## config.mk

```make
export PLATFORM = sky130hd
export DESIGN_NAME = serial_motor_command_decoder
export DESIGN_NICKNAME = d
export VERILOG_FILES = /design/src/design/smcd_pkg.sv /design/src/design/serial_motor_command_decoder.sv /design/src/design/smcd_front.sv /design/src/design/smcd_fifo.sv /design/src/design/smcd_back.sv
export SDC_FILE = /design/constraint.sdc
export NUM_CORES = 1
export LEC_CHECK = 0
export BUFFER_PORTS_ARGS = -buffer_cell sky130_fd_sc_hd__clkbuf_2
export CORE_UTILIZATION = 60
export DETAILED_ROUTE_END_ITERATION = 8
export HOLD_SLACK_MARGIN = 0.1
export PLACE_DENSITY = 0.88
export SYNTH_ARGS = -nofsm -noshare
export SYNTH_HDL_FRONTEND = slang
export SYNTH_HIERARCHICAL = 1
export SYNTH_SLANG_ARGS = --single-unit
export TNS_END_PERCENT = 50
```

## constraint.sdc

```tcl
create_clock -name i_clk -period 4.67 [get_ports i_clk]
set_input_delay 0.2335 -clock i_clk [delete_from_list [all_inputs] [get_ports i_clk]]
set_output_delay 0.2335 -clock i_clk [all_outputs]
set_load 0.05 [all_outputs]
```

## src/design/smcd_pkg.sv

```systemverilog
// Shared types and constants for the serial motor command decoder.
// No dependencies; imported by every module of the block.
`default_nettype none

package smcd_pkg;

    localparam int VALUE_W     = 32;
    localparam int CODE_W      = 3;
    localparam int QUEUE_DEPTH = 4;

    // ASCII codes used by the parser
    localparam logic [7:0] CH_LF      = 8'h0A;
    localparam logic [7:0] CH_SPACE   = 8'h20;
    localparam logic [7:0] CH_MINUS   = 8'h2D;
    localparam logic [7:0] CH_ZERO    = 8'h30;
    localparam logic [7:0] CH_NINE    = 8'h39;
    localparam logic [7:0] CH_LOW_A   = 8'h61;
    localparam logic [7:0] CH_LOW_Z   = 8'h7A;
    localparam logic [7:0] CASE_SHIFT = 8'h20;
    localparam logic [7:0] CH_ONE     = 8'h31;
    localparam logic [7:0] CH_V       = 8'h56;
    localparam logic [7:0] CH_G       = 8'h47;
    localparam logic [7:0] CH_P       = 8'h50;
    localparam logic [7:0] CH_O       = 8'h4F;
    localparam logic [7:0] CH_S       = 8'h53;
    localparam logic [7:0] CH_E       = 8'h45;
    localparam logic [7:0] CH_T       = 8'h54;

    // Result command codes
    localparam logic [CODE_W-1:0] CMD_SPEED     = 3'd0;
    localparam logic [CODE_W-1:0] CMD_MOVE      = 3'd1;
    localparam logic [CODE_W-1:0] CMD_POSITION  = 3'd2;
    localparam logic [CODE_W-1:0] CMD_ZERO      = 3'd3;
    localparam logic [CODE_W-1:0] CMD_TIMER     = 3'd4;
    localparam logic [CODE_W-1:0] CMD_INCORRECT = 3'd5;

    typedef enum logic [1:0] {
        K_CMD,
        K_ARG,
        K_END
    } t_kind;

    // One classified byte handed from front to back
    typedef struct packed {
        t_kind      kind;
        logic [7:0] chr;       // case-folded for command bytes
        logic       is_digit;
        logic       is_minus;
    } t_beat;

    typedef struct packed {
        logic [CODE_W-1:0]  code;
        logic [VALUE_W-1:0] value;
        logic               valid;
    } t_result;

endpackage

`default_nettype wire

```

## src/design/serial_motor_command_decoder.sv

```systemverilog
// Serial motor command decoder: in front end, beat queue, back end.
// Top level of the block; depends on smcd_pkg, smcd_front, smcd_fifo, smcd_back.
//
// Usage:
//   Input channel i_rx_valid / o_rx_stall carries one received ASCII byte per
//   beat. Bytes up to the first space form the command word (case-folded),
//   later bytes the signed decimal argument. A newline, or a space inside the
//   argument, closes the line and yields one result beat on
//   o_res_valid / i_res_stall: command code, argument value and argument
//   valid flag. All other bytes yield no result.
//   Throughput is one byte per cycle while the queue is not full. The closing
//   byte is written into the queue when it is accepted, and its result is
//   loaded into the output register when the back end takes it from the queue.
//   While the receiver stalls, the result register holds and the back end
//   keeps consuming non-closing beats; only a further closing beat waits.
//   The four-entry queue fills after that and then stalls the input.
//   Reset (synchronous, active low) empties the queue, drops any result and
//   returns the parser to the start of a line; no clearing pass is needed.
`default_nettype none

module serial_motor_command_decoder
    import smcd_pkg::*;
#(
    parameter int COMMAND_CHARS = 4,
    parameter int ARGUMENT_BITS = 32
) (
    input  wire                i_clk,
    input  wire                i_rst_n,
    input  wire                i_rx_valid,
    output logic               o_rx_stall,
    input  wire  [7:0]         i_rx_byte,
    output logic               o_res_valid,
    input  wire                i_res_stall,
    output logic [CODE_W-1:0]  o_command_code,
    output logic [VALUE_W-1:0] o_argument_value,
    output logic               o_argument_valid
);

    logic    push;
    logic    pop;
    logic    full;
    logic    empty;
    t_beat   beat_in;
    t_beat   beat_out;
    t_result res;

    smcd_front u_front (
        .i_clk      (i_clk),
        .i_rst_n    (i_rst_n),
        .i_rx_valid (i_rx_valid),
        .i_rx_byte  (i_rx_byte),
        .i_full     (full),
        .o_rx_stall (o_rx_stall),
        .o_push     (push),
        .o_beat     (beat_in)
    );

    smcd_fifo #(
        .DEPTH (QUEUE_DEPTH)
    ) u_fifo (
        .i_clk   (i_clk),
        .i_rst_n (i_rst_n),
        .i_push  (push),
        .i_beat  (beat_in),
        .i_pop   (pop),
        .o_full  (full),
        .o_empty (empty),
        .o_beat  (beat_out)
    );

    smcd_back #(
        .COMMAND_CHARS (COMMAND_CHARS),
        .ARGUMENT_BITS (ARGUMENT_BITS)
    ) u_back (
        .i_clk       (i_clk),
        .i_rst_n     (i_rst_n),
        .i_empty     (empty),
        .i_beat      (beat_out),
        .o_pop       (pop),
        .o_res_valid (o_res_valid),
        .i_res_stall (i_res_stall),
        .o_res       (res)
    );

    assign o_command_code   = res.code;
    assign o_argument_value = res.value;
    assign o_argument_valid = res.valid;

endmodule

`default_nettype wire

```

## src/design/smcd_front.sv

```systemverilog
// Front end: accepts received bytes, tracks command/argument part, classifies.
// Depends on smcd_pkg.
`default_nettype none

module smcd_front
    import smcd_pkg::*;
(
    input  wire        i_clk,
    input  wire        i_rst_n,
    input  wire        i_rx_valid,
    input  wire [7:0]  i_rx_byte,
    input  wire        i_full,
    output logic       o_rx_stall,
    output logic       o_push,
    output t_beat      o_beat
);

    logic r_in_arg;
    logic n_in_arg;
    logic accept;
    logic is_lf;
    logic is_space;

    assign o_rx_stall = i_full;
    assign accept     = i_rx_valid && !i_full;
    assign is_lf      = (i_rx_byte == CH_LF);
    assign is_space   = (i_rx_byte == CH_SPACE);

    always_comb begin
        n_in_arg        = r_in_arg;
        o_push          = 1'b0;
        o_beat.kind     = K_CMD;
        o_beat.chr      = i_rx_byte;
        o_beat.is_digit = (i_rx_byte >= CH_ZERO) && (i_rx_byte <= CH_NINE);
        o_beat.is_minus = (i_rx_byte == CH_MINUS);
        if (accept) begin
            if (is_lf || (r_in_arg && is_space)) begin
                o_push      = 1'b1;
                o_beat.kind = K_END;
                n_in_arg    = 1'b0;
            end else if (r_in_arg) begin
                o_push      = 1'b1;
                o_beat.kind = K_ARG;
            end else if (is_space) begin
                // first space only switches part, back end needs no beat
                n_in_arg = 1'b1;
            end else begin
                o_push = 1'b1;
                if ((i_rx_byte >= CH_LOW_A) && (i_rx_byte <= CH_LOW_Z)) begin
                    o_beat.chr = i_rx_byte - CASE_SHIFT;
                end
            end
        end
    end

    always_ff @(posedge i_clk) begin
        if (!i_rst_n) begin
            r_in_arg <= 1'b0;
        end else begin
            r_in_arg <= n_in_arg;
        end
    end

endmodule

`default_nettype wire

```

## src/design/smcd_fifo.sv

```systemverilog
// Short beat queue between front and back ends.
// Depends on smcd_pkg for the beat type.
`default_nettype none

module smcd_fifo
    import smcd_pkg::*;
#(
    parameter int DEPTH = 4
) (
    input  wire    i_clk,
    input  wire    i_rst_n,
    input  wire    i_push,
    input  t_beat  i_beat,
    input  wire    i_pop,
    output logic   o_full,
    output logic   o_empty,
    output t_beat  o_beat
);

    localparam int PTR_W = (DEPTH > 1) ? $clog2(DEPTH) : 1;
    localparam int CNT_W = $clog2(DEPTH + 1);

    t_beat            r_mem [DEPTH];
    logic [PTR_W-1:0] r_wr;
    logic [PTR_W-1:0] r_rd;
    logic [CNT_W-1:0] r_cnt;
    logic             do_push;
    logic             do_pop;

    assign o_full  = (r_cnt == CNT_W'(DEPTH));
    assign o_empty = (r_cnt == '0);
    assign o_beat  = r_mem[r_rd];
    assign do_push = i_push && !o_full;
    assign do_pop  = i_pop && !o_empty;

    always_ff @(posedge i_clk) begin
        if (do_push) begin
            r_mem[r_wr] <= i_beat;
        end
    end

    always_ff @(posedge i_clk) begin
        if (!i_rst_n) begin
            r_wr  <= '0;
            r_rd  <= '0;
            r_cnt <= '0;
        end else begin
            if (do_push) begin
                r_wr <= (r_wr == PTR_W'(DEPTH - 1)) ? '0 : r_wr + 1'b1;
            end
            if (do_pop) begin
                r_rd <= (r_rd == PTR_W'(DEPTH - 1)) ? '0 : r_rd + 1'b1;
            end
            if (do_push && !do_pop) begin
                r_cnt <= r_cnt + 1'b1;
            end else if (do_pop && !do_push) begin
                r_cnt <= r_cnt - 1'b1;
            end
        end
    end

endmodule

`default_nettype wire

```

## src/design/smcd_back.sv

```systemverilog
// Back end: accumulates command word and argument, matches the line on its
// end beat and holds the result in an output register. Depends on smcd_pkg.
`default_nettype none

module smcd_back
    import smcd_pkg::*;
#(
    parameter int COMMAND_CHARS = 4,
    parameter int ARGUMENT_BITS = 32
) (
    input  wire    i_clk,
    input  wire    i_rst_n,
    input  wire    i_empty,
    input  t_beat  i_beat,
    output logic   o_pop,
    output logic   o_res_valid,
    input  wire    i_res_stall,
    output t_result o_res
);

    localparam int IDX_W = $clog2(COMMAND_CHARS);
    localparam int LEN_W = $clog2(COMMAND_CHARS + 2);
    localparam int MAG_W = ARGUMENT_BITS - 1;
    localparam int EXT_W = ARGUMENT_BITS + 3;

    logic [7:0]       r_chars [COMMAND_CHARS];
    logic [LEN_W-1:0] r_len;
    logic [MAG_W-1:0] r_mag;
    logic             r_neg;
    logic [1:0]       r_cnt;
    logic             r_bad;
    logic             r_res_valid;
    t_result          r_res;

    logic             out_free;
    logic [EXT_W-1:0] mag_next;
    logic             overflow;
    logic             arg_ok;
    logic [VALUE_W-1:0] mag_ext;
    t_result          n_res;

    assign out_free    = !r_res_valid || !i_res_stall;
    assign o_pop       = !i_empty && ((i_beat.kind != K_END) || out_free);
    assign o_res_valid = r_res_valid;
    assign o_res       = r_res;

    // magnitude * 10 + digit as two shifts and adds
    assign mag_next = {1'b0, r_mag, 3'b000} + {3'b000, r_mag, 1'b0}
                    + EXT_W'(i_beat.chr[3:0]);
    assign overflow = |mag_next[EXT_W-1:MAG_W];
    assign mag_ext  = VALUE_W'(r_mag);

    always_comb begin
        logic is_v1;
        logic is_g1;
        logic is_pos1;
        logic is_set1;
        logic is_s;
        is_v1   = (r_len == LEN_W'(2)) && (r_chars[0] == CH_V) && (r_chars[1] == CH_ONE);
        is_g1   = (r_len == LEN_W'(2)) && (r_chars[0] == CH_G) && (r_chars[1] == CH_ONE);
        is_pos1 = (r_len == LEN_W'(4)) && (r_chars[0] == CH_P) && (r_chars[1] == CH_O)
                  && (r_chars[2] == CH_S) && (r_chars[3] == CH_ONE);
        is_set1 = (r_len == LEN_W'(4)) && (r_chars[0] == CH_S) && (r_chars[1] == CH_E)
                  && (r_chars[2] == CH_T) && (r_chars[3] == CH_ONE);
        is_s    = (r_len == LEN_W'(1)) && (r_chars[0] == CH_S);

        // empty argument is fine; a lone minus is not
        arg_ok = (r_cnt == 2'd0) || (!r_bad && !(r_neg && (r_cnt == 2'd1)));

        n_res.valid = arg_ok;
        if (!arg_ok) begin
            n_res.value = '0;
        end else if (r_neg) begin
            n_res.value = '0 - mag_ext;
        end else begin
            n_res.value = mag_ext;
        end

        priority if (is_v1 && arg_ok) begin
            n_res.code = CMD_SPEED;
        end else if (is_g1 && arg_ok) begin
            n_res.code = CMD_MOVE;
        end else if (is_pos1) begin
            n_res.code = CMD_POSITION;
        end else if (is_set1) begin
            n_res.code = CMD_ZERO;
        end else if (is_s) begin
            n_res.code = CMD_TIMER;
        end else begin
            n_res.code = CMD_INCORRECT;
        end
    end

    // command characters carry no reset; entries past the length are never read
    always_ff @(posedge i_clk) begin
        if (o_pop && (i_beat.kind == K_CMD) && (r_len < LEN_W'(COMMAND_CHARS))) begin
            r_chars[r_len[IDX_W-1:0]] <= i_beat.chr;
        end
    end

    always_ff @(posedge i_clk) begin
        if (o_pop && (i_beat.kind == K_END)) begin
            r_res <= n_res;
        end
    end

    always_ff @(posedge i_clk) begin
        if (!i_rst_n) begin
            r_len       <= '0;
            r_mag       <= '0;
            r_neg       <= 1'b0;
            r_cnt       <= '0;
            r_bad       <= 1'b0;
            r_res_valid <= 1'b0;
        end else begin
            if (o_pop && (i_beat.kind == K_END)) begin
                r_res_valid <= 1'b1;
            end else if (!i_res_stall) begin
                r_res_valid <= 1'b0;
            end
            if (o_pop) begin
                unique case (i_beat.kind)
                    K_CMD: begin
                        if (r_len < LEN_W'(COMMAND_CHARS + 1)) begin
                            r_len <= r_len + 1'b1;
                        end
                    end
                    K_ARG: begin
                        if ((r_cnt == 2'd0) && i_beat.is_minus) begin
                            r_neg <= 1'b1;
                        end else if (i_beat.is_digit) begin
                            if (!r_bad) begin
                                if (overflow) begin
                                    r_bad <= 1'b1;
                                end else begin
                                    r_mag <= mag_next[MAG_W-1:0];
                                end
                            end
                        end else begin
                            r_bad <= 1'b1;
                        end
                        if (r_cnt != 2'd2) begin
                            r_cnt <= r_cnt + 1'b1;
                        end
                    end
                    K_END: begin
                        r_len       <= '0;
                        r_mag       <= '0;
                        r_neg       <= 1'b0;
                        r_cnt       <= '0;
                        r_bad       <= 1'b0;
                    end
                    default: begin
                        r_bad <= r_bad;
                    end
                endcase
            end
        end
    end

endmodule

`default_nettype wire

```

==> qor.yml <==
status: "finished, final reports clean"
cts.sinks: 165
synth_warnings: 6
seq_area_um2: 4464
tns_ns: 0
synthAdderAreaFrac_pct: 10.92
max_freq_mhz: 229.2
finalCritPeriodShare_pct: 93.43
final_nets: 958
dp_slack_ns: 0.3343
cap_violations: 0
holdPathEnd: "u_fifo/r_mem[3][2]$_DFFE_PP_"
worst_slack_ns: 0.3070
use_met3_pct: 4.899
antenna_left: 0
required_ns: 4.99
clk_latency_ns: 0.43
p_leak_nw: 4.300
pin_count: 50
multi_input_comb_area_um2: 4579
p_per_area_nw_per_um2: 436.4
path_buf_inv: 3
grt_overflow_total: 0
synth_simple_gate_area_share_pct: 14.69
vias: 6616
synthXorXnorAreaFrac_pct: 5.421
track_usage_pct: 24.07
ctsRootBufferMaster: "clkbuf_16"
dp_hpwl_um: 13110
async_reset_ff_share_pct: 0
grt_max_degree: 37
synth_top_family_by_area: "simple AND/OR/NAND/NOR gates"
vdd_ir_drop_max_v: 0.0003064
hold_ws_ns: 0.1233
yosysMostFrequentCell: "edfxtp_1"
gr-max-usage-layer: "met2"
grt_pass1_vias: 6518
r2r_slack_ns: 0.31
synthTopCellsByArea: "edfxtp_1 (37%), dfxtp_1 (10%), ha_1 (10%)"
syn-num-nets: 910
synthToLayoutAreaGrowth_pct: 10.04
drive_gt1_share_pct: 13.54
post-cts-setup-buffers: 0
path_cells: "buf_4, mux4_1, ha_1, ha_1, inv_1, fa_1, nor2b_1, o2111ai_1, a32oi_2, a211oi_2, nor4b_1, o21bai_1, nor4b_2, a41oi_2, buf_4, a22o_1"
cts_buffer_depth: 2
use_met2_pct: 41.92
ys_seq_area_share_pct: 47.64
reg2reg_depth: 16
crit_family: "compound AO/OA/AOI/OAI gates"
drtIter0Drc: 406
antennaDiodeCount: 0
antenna_found_initial: 0
synth-edff-count: 116
maxSlewHeadroom_pct: 28.48
fin_crit_ns: 4.363
reg2reg_to: "u_back/r_mag[0]$_SDFFE_PN0P_"
die_area_um2: 16120
synth_cells: 818
initial_core_util_pct: 61.64
critPathArrivalTime_ns: 4.68
gp_routability_congestion: 0.9105
die-height_um: 127.0
detailedRoute.firstPassIterationCount: 5
routed_wl_um: 18260
start_kind: "register"
nFillCells: 1098
grt_use_met1_pct: 29.16
wire_per_inst_um: 17.12
cts_tree: "built"
worst_pin_slew_ns: 1.071
setup.worst_path.end_class: "register"
rsz0062_at_grt: "no"
htreeDepth: 4
rows: 45
synthFlopType: "edfxtp_1"
finalHoldViolCount: 0
post-route-drc-count: 0
synthTopCellsByCount: "edfxtp_1 (116), ha_1 (77), nor2_1 (71), nand2_1 (58), dfxtp_1 (49)"
whs_path_depth: 1
hold_path.startpoint: "i_rx_byte[0]"
yosys_register_bits: 165
synth_cell_types: 82
coreArea_um2: 15200
grt_first_pass_wirelength_um: 30460
die_w_um: 127.0
synth_compound_area_share_pct: 13.99
skew_ns: 0.01125
hp-class: "in2reg"
synthesis.area_um2: 9370
io_buffers: 49
yosysTopAreaCell: "edfxtp_1"
crit_path_max_fanout: 31
path_clk_slew_ns: 0.07
vias_per_cell: 6.201
utilization_pct: 67.83
slowest_stage: "mux4_1"
cts_made_buffers: 17
slowest_delay_ns: 0.66
critPathKind: "reg2reg"
slew_violations: 0
yosys-mux-area-fraction_pct: 3.739
syn_area_per_cell_um2: 11.46
synth_top_area_share_pct: 37.17
setup_viol: 0
## worst max-delay path by stage
| stage | endpoint | slack, ns | cells past startpoint |
|---|---|---|---|
| after floorplan | u_back/r_mag[12]$_SDFFE_PN0P_ | 0.56 | 16 |
| after global placement | u_back/r_mag[10]$_SDFFE_PN0P_ | 0.53 | 14 |
| after detailed placement | u_back/r_mag[3]$_SDFFE_PN0P_ | 0.33 | 14 |
| after CTS | u_back/r_mag[0]$_SDFFE_PN0P_ | 0.27 | 15 |
| after global routing | u_back/r_mag[0]$_SDFFE_PN0P_ | 0.02 | 16 |
| final | u_back/r_mag[0]$_SDFFE_PN0P_ | 0.31 | 16 |
## layout make-up
cell class	instances	share of cell area, %
Clock inverter	15	1.808
Sequential cell	165	43.30
Tap cell	188	2.281
Timing Repair Buffer	58	3.058
Multi-Input combinational cell	596	44.41
Clock buffer	17	4.126
Inverter	28	1.019
## sequential cells by signal, indices dropped and copies added, names as in the netlist, 2 cells and up, named ones only
name and cells:
u_back/r_len 3, u_fifo/r_rd 2, u_fifo/r_wr 2, u_back/r_cnt 2, u_fifo/r_mem 48, u_fifo/r_cnt 3
u_back/r_mag 31, u_back/o_res 36, u_back/r_chars 32
## layer usage
metal | vias to the layer above | wire length (um)
met5 | - | 0
met4 | 0 | 442
met3 | 43 | 778
met2 | 186 | 8952
met1 | 3171 | 8089
li1 | 3216 | -
## cells in the final DEF, fill, tap and decap left out, drive strengths merged, types with 20 or more instances in the layout
cell and instances:
edfxtp 116, ha 77, a21oi 40, o21ai 34, nand3 20, xor2 42
dfxtp 49, nand2 59, clkbuf 66, a22o 29, nor2 71, inv 34
## logic make-up after synthesis
group	count (synthesis)
and+or+nand+nor	257
xor gates and xnor gates	58
adders and majority gates	80
buffers and inverters	57
DFF	165
AOI/OAI and AO/OA	184
muxes	17
## per-stage QoR
step | instance area, um2 | power (mW) | std cells
CTS | 10300 | 4.529 | 1067
floorplan | 9370 | 2.850 | 818
global placement | 9682 | 3.066 | 1034
global route | 10310 | 4.704 | 1067
detailed placement | 9682 | 3.112 | 1034
finish | 10310 | 4.500 | 1067
## report_power, final
group          switching, mW  total [mW]  internal, mW  leakage, nW
logic                  0.772        1.16         0.384         2.53
registers              0.112        1.93          1.82         1.48
clock network          0.641        1.41         0.768        0.294
## what timing repair did
action,4_1_cts,5_1_grt
resized for setup,0,1
endpoints found under the hold margin,1,0
setup endpoints to repair,0,29
hold buffers,1,0
No activity file was read; power rests on OpenSTA's default activity.
